==> src/rtl/rrht_pkg.sv <==
// Package for the ray/rectangle hit test: widths, register indexes, constants.
// No dependencies.
package rrht_pkg;

  localparam int unsigned CoordW   = 32;
  localparam int unsigned NormW    = 18;
  localparam int unsigned EdgeW    = 31;
  localparam int unsigned DistW    = 31;
  localparam int unsigned NumW     = 52;
  localparam int unsigned DenW     = 52;
  localparam int unsigned QuotW    = 52;
  localparam int unsigned DivSteps = 52;
  localparam int unsigned FracSteps = 16;
  localparam int unsigned DivStepsPerStage = 4;
  localparam int unsigned DivStages = (DivSteps + FracSteps) / DivStepsPerStage;
  localparam int unsigned CfgIdxW  = 3;

  localparam logic [DistW-1:0] MinDistance = 31'd66;
  localparam logic [DistW-1:0] TMax        = 31'h7FFF_FFFF;

  typedef enum logic [CfgIdxW-1:0] {
    RegCornerX   = 3'd0,
    RegCornerY   = 3'd1,
    RegCornerZ   = 3'd2,
    RegNormalX   = 3'd3,
    RegNormalY   = 3'd4,
    RegNormalZ   = 3'd5,
    RegEdgeWidth = 3'd6,
    RegEdgeLen   = 3'd7
  } reg_idx_e;

  // Per-item data carried alongside the divider.
  typedef struct packed {
    logic                     live;
    logic signed [CoordW-1:0] ox, oy, oz;
    logic signed [CoordW-1:0] dx, dy, dz;
  } ray_t;

  // Divider lane state: remainder, divisor, quotient bits built so far.
  typedef struct packed {
    logic [DenW:0]      rem;
    logic [DenW-1:0]    den;
    logic [NumW-1:0]    num;
    logic [QuotW+15:0]  quo;
  } div_t;

endpackage

==> src/rtl/rrht_div_stage.sv <==
// One divider stage: a few restoring divide steps on the division lane.
// Depends on rrht_pkg.
module rrht_div_stage
  import rrht_pkg::*;
(
  input  div_t in_i,
  output div_t out_o
);

  div_t s [DivStepsPerStage+1];
  logic [DenW:0] trial;

  always_comb begin
    s[0] = in_i;
    trial = '0;
    for (int k = 0; k < DivStepsPerStage; k++) begin
      s[k+1] = s[k];
      trial = {s[k].rem[DenW-1:0], s[k].num[NumW-1]};
      s[k+1].num = {s[k].num[NumW-2:0], 1'b0};
      if (trial >= {1'b0, s[k].den}) begin
        s[k+1].rem = trial - {1'b0, s[k].den};
        s[k+1].quo = {s[k].quo[QuotW+14:0], 1'b1};
      end else begin
        s[k+1].rem = trial;
        s[k+1].quo = {s[k].quo[QuotW+14:0], 1'b0};
      end
    end
    out_o = s[DivStepsPerStage];
  end

endmodule

==> config.mk <==
export PLATFORM = sky130hd
export DESIGN_NAME = rrht_div_stage
export DESIGN_NICKNAME = d
export VERILOG_FILES = /design/src/rtl/rrht_pkg.sv /design/src/rtl/rrht_div_stage.sv
export SDC_FILE = /design/constraint.sdc
export NUM_CORES = 1
export LEC_CHECK = 0
export BUFFER_PORTS_ARGS = -buffer_cell sky130_fd_sc_hd__buf_2
export CORE_ASPECT_RATIO = 0.6
export CORE_MARGIN = 8
export CORE_UTILIZATION = 31
export DETAILED_ROUTE_END_ITERATION = 16
export GPL_TIMING_DRIVEN = 0
export PLACE_DENSITY_LB_ADDON = 0.12
export SLEW_MARGIN = 40
export SYNTH_ARGS = -nofsm -noshare
export SYNTH_HDL_FRONTEND = slang
export SYNTH_SLANG_ARGS = --single-unit
==> constraint.sdc <==
create_clock -name vclk -period 15.8
set_input_delay 2.37 -clock vclk [all_inputs]
set_output_delay 2.37 -clock vclk [all_outputs]
set_load 0.005 [all_outputs]
==> After elaboration in Yosys (flattened, before gate mapping) <==
Index checks and enable logic that the tools add are counted.
{ "op_classes": {"muxes": 8, "order_cmp": 4, "addsub": 4} }
{ "op_table": {"columns": ["operator", "count"], "rows": [
  ["53-bit by 52-bit greater-or-equal comparator with 1-bit output", 4],
  ["52-bit 2-to-1 mux", 3],
  ["52-bit subtractor", 3],
  ["53-bit 2-to-1 mux", 1],
  ["53-bit by 52-bit subtractor with 53-bit output", 1],
  ["1-bit 2-to-1 mux", 4]
]} }
{ "word_totals": {"elab_cells": 16, "output_inout_bits": 225, "register_bits": 0, "in_bits": 225} }

==> Depth between registers and ports, before layout <==
Gate-level depths: netlist (run 1).
{ "logic_depth": {"ltp_word": 8, "ltp_mapped": 60, "ltp_nobuf": 50} }

==> Worst setup path after synthesis (run 1) <==
No wires, ideal clock.
{ "synth_timing": {"kind": "input port to output port", "from": "in in_i[147] (netlist bit)", "to": "out out_o[175] (netlist bit)", "setup_slack_ps": -874, "arrival_ps": 14304, "cell_stages": 55, "path_cell_list": "inv_1 > ha_1 > buf_2 > nand4_1 > or3_1 > a2111o_1 > a2111oi_4 > o21a_4 > nor2_2 > inv_2 > buf_4 > buf_2 > mux2i_1 > inv_1 > ha_1 > buf_2 > nand2_1 > or4_1 > [... 19 more ...] > o211ai_2 > mux2i_4 > buf_2 > mux2i_1 > ha_1 > nor2b_1 > o21a_1 > o21a_1 > o41a_1 > o21ai_0 > a211oi_1 > o22ai_1 > o211a_1 > o21ba_2 > o211a_1 > inv_2 > buf_2 > mux2_2"} }
{ "synth_lines": {"columns": ["item", "line_no", "source"], "rows": [
  ["from (decl)", "rrht_div_stage.sv:6", "input div_t in_i,"],
  ["to (decl)", "rrht_div_stage.sv:7", "output div_t out_o"]
]} }

==> results of run 1 <==
## cells in the mapped netlist (all sizes together), types with 36 or more instances
cell,number
xnor2,123
inv,144
buf,199
nor2,155
a21o,81
nor3,49
o21ai,141
xor2,56
a21oi,225
clkbuf,56
o21a,39
mux2,138
nand2,158
mux2i,42
nand3,54
ha,208
o21bai,36
nand4,61
## metrics by stage
stage | hold WS [ns] | worst slack, ns | instances | utilization (%) | area, um^2
2_1_floorplan | 4.821 | 0.009480 | 2308 | - | 16410
3_3_place_gp | 4.910 | -4.471 | 3330 | 36.93 | 18930
3_5_place_dp | 4.910 | -4.427 | 3331 | 36.98 | 18950
4_1_cts | 4.910 | -1.337 | 3430 | 42.40 | 21730
5_1_grt | 4.912 | -1.501 | 3465 | 44.87 | 22990
6_report | 4.907 | -1.296 | 3465 | 44.87 | 22990
## critical path: cells and delay by family
family | cells | cell delay, ns
AND/OR/NAND/NOR | 10 | 2.39
multiplexers | 5 | 1.45
AO/OA/AOI/OAI | 20 | 4.74
adder cells (fa/ha/maj) | 4 | 1.32
buffers and inverters | 17 | 2.37
## layer usage
metal  vias up  GRT usage [%]  wire [um]
met1      9303          36.41      37460
li1       9265              -          -
met3        82          9.818      11330
met5         -              0          0
met2       954          33.05      31520
met4         0          4.339       1615
## placed cells by master (no fill, tap or decap), types with 19 or more instances in the layout
master | Yosys | routed
mux2_2 | 131 | 97
a21oi_1 | 225 | 200
buf_12 | 0 | 24
buf_2 | 21 | 297
nand4_1 | 61 | 61
nand2_1 | 158 | 152
buf_6 | 4 | 37
ha_1 | 208 | 105
o21a_1 | 38 | 37
nor3_1 | 49 | 45
nand3_1 | 54 | 44
clkinvlp_4 | 0 | 38
ha_4 | 0 | 78
buf_4 | 174 | 329
nor2_1 | 154 | 148
xnor2_1 | 123 | 123
ha_2 | 0 | 25
mux2_4 | 5 | 39
o21bai_1 | 36 | 36
o211ai_1 | 25 | 25
a21o_1 | 81 | 81
a21oi_2 | 0 | 22
inv_1 | 140 | 96
xor2_1 | 56 | 56
mux2i_4 | 1 | 19
o21ai_0 | 140 | 120
## worst max path at each step
stage | from | slack (ns) | end
final | in_i[144] | -1.30 | out_o[179]
after detailed placement | in_i[132] | -4.43 | out_o[198]
after global placement | in_i[132] | -4.47 | out_o[198]
after floorplan | in_i[148] | 0.009 | out_o[220]
after CTS | in_i[148] | -1.34 | out_o[204]
after global routing | in_i[142] | -1.50 | out_o[179]
## report_power, final
part | internal, mW | switching, mW | leakage (nW) | total [mW]
Sequential | 0 | 0 | 0 | 0
Combinational | 3.62 | 3.68 | 10.0 | 7.30
Clock | 0 | 0 | 0 | 0
## layout make-up
class / instances / area, um^2
Fill cell: 5238 / 28250
Inverter: 144 / 720.7
Tap cell: 693 / 867.1
Timing Repair Buffer: 507 / 3457
Multi-Input combinational cell: 1909 / 16180
Timing Repair inverter: 1 / 11.26
Buffer: 211 / 1760
## timing repair
item,in CTS,in global routing
pin swaps,77,56
setup endpoints to repair,55,54
cloned,3,5
setup buffers,128,46
gates resized for setup,337,201
## cells by family after synthesis
family	after synthesis
adder cells (fa/ha/maj)	212
AND/OR/NAND/NOR	610
buffers and inverters	399
XOR/XNOR	179
other	1
multiplexers	180
AO/OA/AOI/OAI	724
==> impl_metrics.toml, run 1 <==
[synthesis]
synth_top_cell_area_share_pct = 16.11
synth_largest_area_cell = "ha_1"
synth_cell_types = 86
synth_top_family_by_area = "compound AO/OA/AOI/OAI gates"
syn_inst = 2305
synth-seq-area-share_pct = 0
synth_fa_ha_area_share_pct = 16.60
syn-cell-area_um2 = 16160
synth_area_leaders = "ha_1, mux2_2, buf_4"
synth_area_per_cell_um2 = 7.009
synth_warnings = 0
synth-compound-area-share_pct = 29.17
synthMuxAreaShare_pct = 12.41
synth_xor_area_share_pct = 9.704
synth-simple-area-share_pct = 18.42

[timing]
fin_crit_ns = 17.10
setup_viol = 54
fin_ws_ns = -1.296
max_freq_mhz = 58.49
min_period_over_period_pct = 108.2
rsz0062_at_grt = "yes"
maxSlewViolCount = 0
tightest_slew_ns = 0.7532
relSlewSlack_pct = 49.26
finalHoldViolCount = 0
setup_tns_ns = -66.23

[setup_path]
path_common_cell = "buf_12"
arrival_ns = 14.73
critPathCaptureType = "output pin"
cp_slowest_cell = "or4_4"
worst-path-max-fanout = 8
startpoint_type = "input pin"
worst-setup-path-type = "in2out"
max_stage_delay_ns = 0.50
cp.required_ns = 13.43

[min_path]
hold_start = "in_i[33]"
min_path_type = "in2out"
hold_path_depth = 2
holdPathEnd = "out_o[37]"

[global_routing]
first_global_vias = 18310
grt_overflow = 0
grt_pass1_wl_um = 114900
grt_usage_pct = 24.68
grt_max_degree = 11
antenna_found_initial = 0

[placement]
dp_hpwl_um = 66190
gp_congestion = 0.9619
portBuffers = 329

[drt]
via_count = 19600
wl_per_cell_um = 23.64
drt_first_pass_iters = 6
drc = 0
wl_um = 81920
antenna_left = 0
drtIter0Drc = 2058
viasPerCell = 5.658

[cells_and_area]
diodes = 0
syn2layout_area_growth_pct = 42.33
seqCellArea_um2 = 0
nNetsFinal = 3211
seq_cell_count = 0
clock_buffers = 0
drive_above_1_share_pct = 42.06

[power_and_ir_drop]
power_mw = 7.300
powerDensity_nw_per_um2 = 317.5
p_leak_nw = 10.00
ir_drop_mv = 0.2148

[die]
ios = 450
core_um2 = 51250
row_count = 64
die-area_um2 = 59920
start_util_pct = 31.52
die_w_um = 310.7
die_h_um = 192.8

[status]
violations = "negative setup slack"
status = "finished with violations"

[run]
drv_cap = 0

[clocking]
cts_hold_buf = 0
No activity file was read; power rests on OpenSTA's default activity.
==> run 2, diff against run 1 <==
- ABC_AREA: unset -> 1
==> run 2 against run 1 <==
The flow now finishes without violations; synthesized cell count grew 58%; worst setup slack better by 1.5 ns; non-clock buffer count is 142 lower; critical path type unchanged; largest power group unchanged.
==> impl_metrics.toml, run 2 <==
[global_routing]
first_global_vias = 22870
grt_overflow = 0
met3_usage_pct = 13.46
grt.busiest_layer = "met1"
met1_usage_pct = 47.27
use_met2_pct = 36.79
grt_usage_pct = 29.81
grt_pass1_wl_um = 155900
antenna_found_initial = 5
grt_max_degree = 11

[die]
die_w_um = 335.1
core_um2 = 60700
die_h_um = 207.5
start_util_pct = 31.20
ios = 450
die-area_um2 = 69520
row_count = 70

[placement]
place_area_um2 = 21650
gp_congestion = 1.031
dp_hpwl_um = 99170
portBuffers = 329
dp_slack_ns = -1.997

[run]
drv_cap = 0

[drt]
drt_first_pass_iters = 6
viasPerCell = 5.190
drc = 0
antenna_left = 0
wl_um = 110800
drtIter0Drc = 3163
via_count = 25120
wl_per_cell_um = 22.91

[cells_and_area]
seq_cell_count = 0
layout_commonest_cell = "nand2_1"
nNetsFinal = 4450
syn2layout_area_growth_pct = 21.68
seqCellArea_um2 = 0
nFillCells = 7081
diodes = 0
drive_above_1_share_pct = 20.22
design_area_um2 = 23050
clock_buffers = 0
postLayoutCoreUtil_pct = 37.97
final_cell_mix = "nand2_1, inv_1, nor2_1"

[clocking]
cts_hold_buf = 0

[timing]
max_freq_mhz = 64.19
holdWs_ns = 4.907
maxSlewViolCount = 0
setup_viol = 0
fin_ws_ns = 0.2216
min_period_over_period_pct = 98.60
tightest_slew_ns = 0.9390
relSlewSlack_pct = 36.82
fin_crit_ns = 15.58
setup_tns_ns = 0
finalHoldViolCount = 0

[setup_path]
crit_path_start = "in_i[143]"
arrival_ns = 13.21
startpoint_type = "input pin"
path_common_cell = "nand2_1"
critPathCaptureType = "output pin"
cp.required_ns = 13.43
cp_slowest_cell = "nor2_1"
max_stage_delay_ns = 0.57
worst-setup-path-type = "in2out"
worst-path-max-fanout = 10

[synthesis]
synth_warnings = 0
synth_cell_types = 51
ys_top_cells_by_count = "nand2_1, inv_1, nor2_1"
synthMostInstantiatedCell = "nand2_1"
synth_top_cell_area_share_pct = 23.21
syn-cell-area_um2 = 18940
synth_largest_area_cell = "nand2_1"
synth-seq-area-share_pct = 0
synth_area_per_cell_um2 = 5.195
synth_area_leaders = "nand2_1, ha_1, inv_1"
syn_inst = 3646

[power_and_ir_drop]
p_leak_nw = 12.30
ir_drop_mv = 0.1781
powerDensity_nw_per_um2 = 244.3

[min_path]
hold_start = "in_i[72]"
min_path_type = "in2out"

[status]
status = "complete, no violations"
-- run 2: path summary, 6_finish.rpt --
check	end	slack, ns	cells past startpoint
max	out_o[221]	0.22	55
min	out_o[76]	4.91	2
-- run 2: kinds of logic (layout without fill, tap and decap cells) --
family | count (synthesis) | count (layout) | share of synthesized area, %
other cells | 1 | 4 | 0.01980
buf+inv | 766 | 1128 | 19.15
xor+xnor | 162 | 162 | 7.492
simple gates | 1897 | 1897 | 41.05
compound gates | 608 | 608 | 18.13
fa+ha+maj | 212 | 212 | 14.16
-- run 2: stage by stage --
| stage | std cells | total power, mW |
|---|---|---|
| CTS | 4819 | 5.347 |
| global placement | 4806 | 5.253 |
| floorplan | 3649 | 3.375 |
| finish | 4839 | 5.630 |
| global route | 4839 | 6.168 |
| detailed placement | 4806 | 5.231 |
-- run 2: cell type report --
cell class         instances  area, um^2  area share, %
multi-input cells       2883       16270          70.59
inverters                552        2125          9.219
repair buffers           364        1937          8.404
plain buffers            212        1680          7.291
well taps                828        1036          4.495
-- run 2: per-layer routing --
metal	wire, um	share of wire [%]
met1	55910	50
met2	38120	34
met3	16470	15
met4	329	0.30
met5	13	0.012
-- run 2: where the power goes --
part	internal [mW]	switching [mW]	leakage, nW	total [mW]
Clock	0	0	0	0
Sequential	0	0	0	0
Combinational	1.96	3.67	12.3	5.63
Total	1.96	3.67	12.3	5.63
-- run 2: repair_timing --
action / 4_1_cts / 5_1_grt
buffers inserted: 13 / 22
hold endpoints to repair: 0 / 0
endpoints found under the setup margin: 54 / 54
pin swaps: 5 / 17
gates resized for setup: 98 / 189
-- run 2: worst max-delay path: cells and delay by family --
family | cells | cell delay [ns]
adder cells (fa/ha/maj) | 4 | 1.41
XOR/XNOR | 1 | 0.14
AO/OA/AOI/OAI | 11 | 2.90
AND/OR/NAND/NOR | 28 | 4.44
buffers and inverters | 11 | 1.88
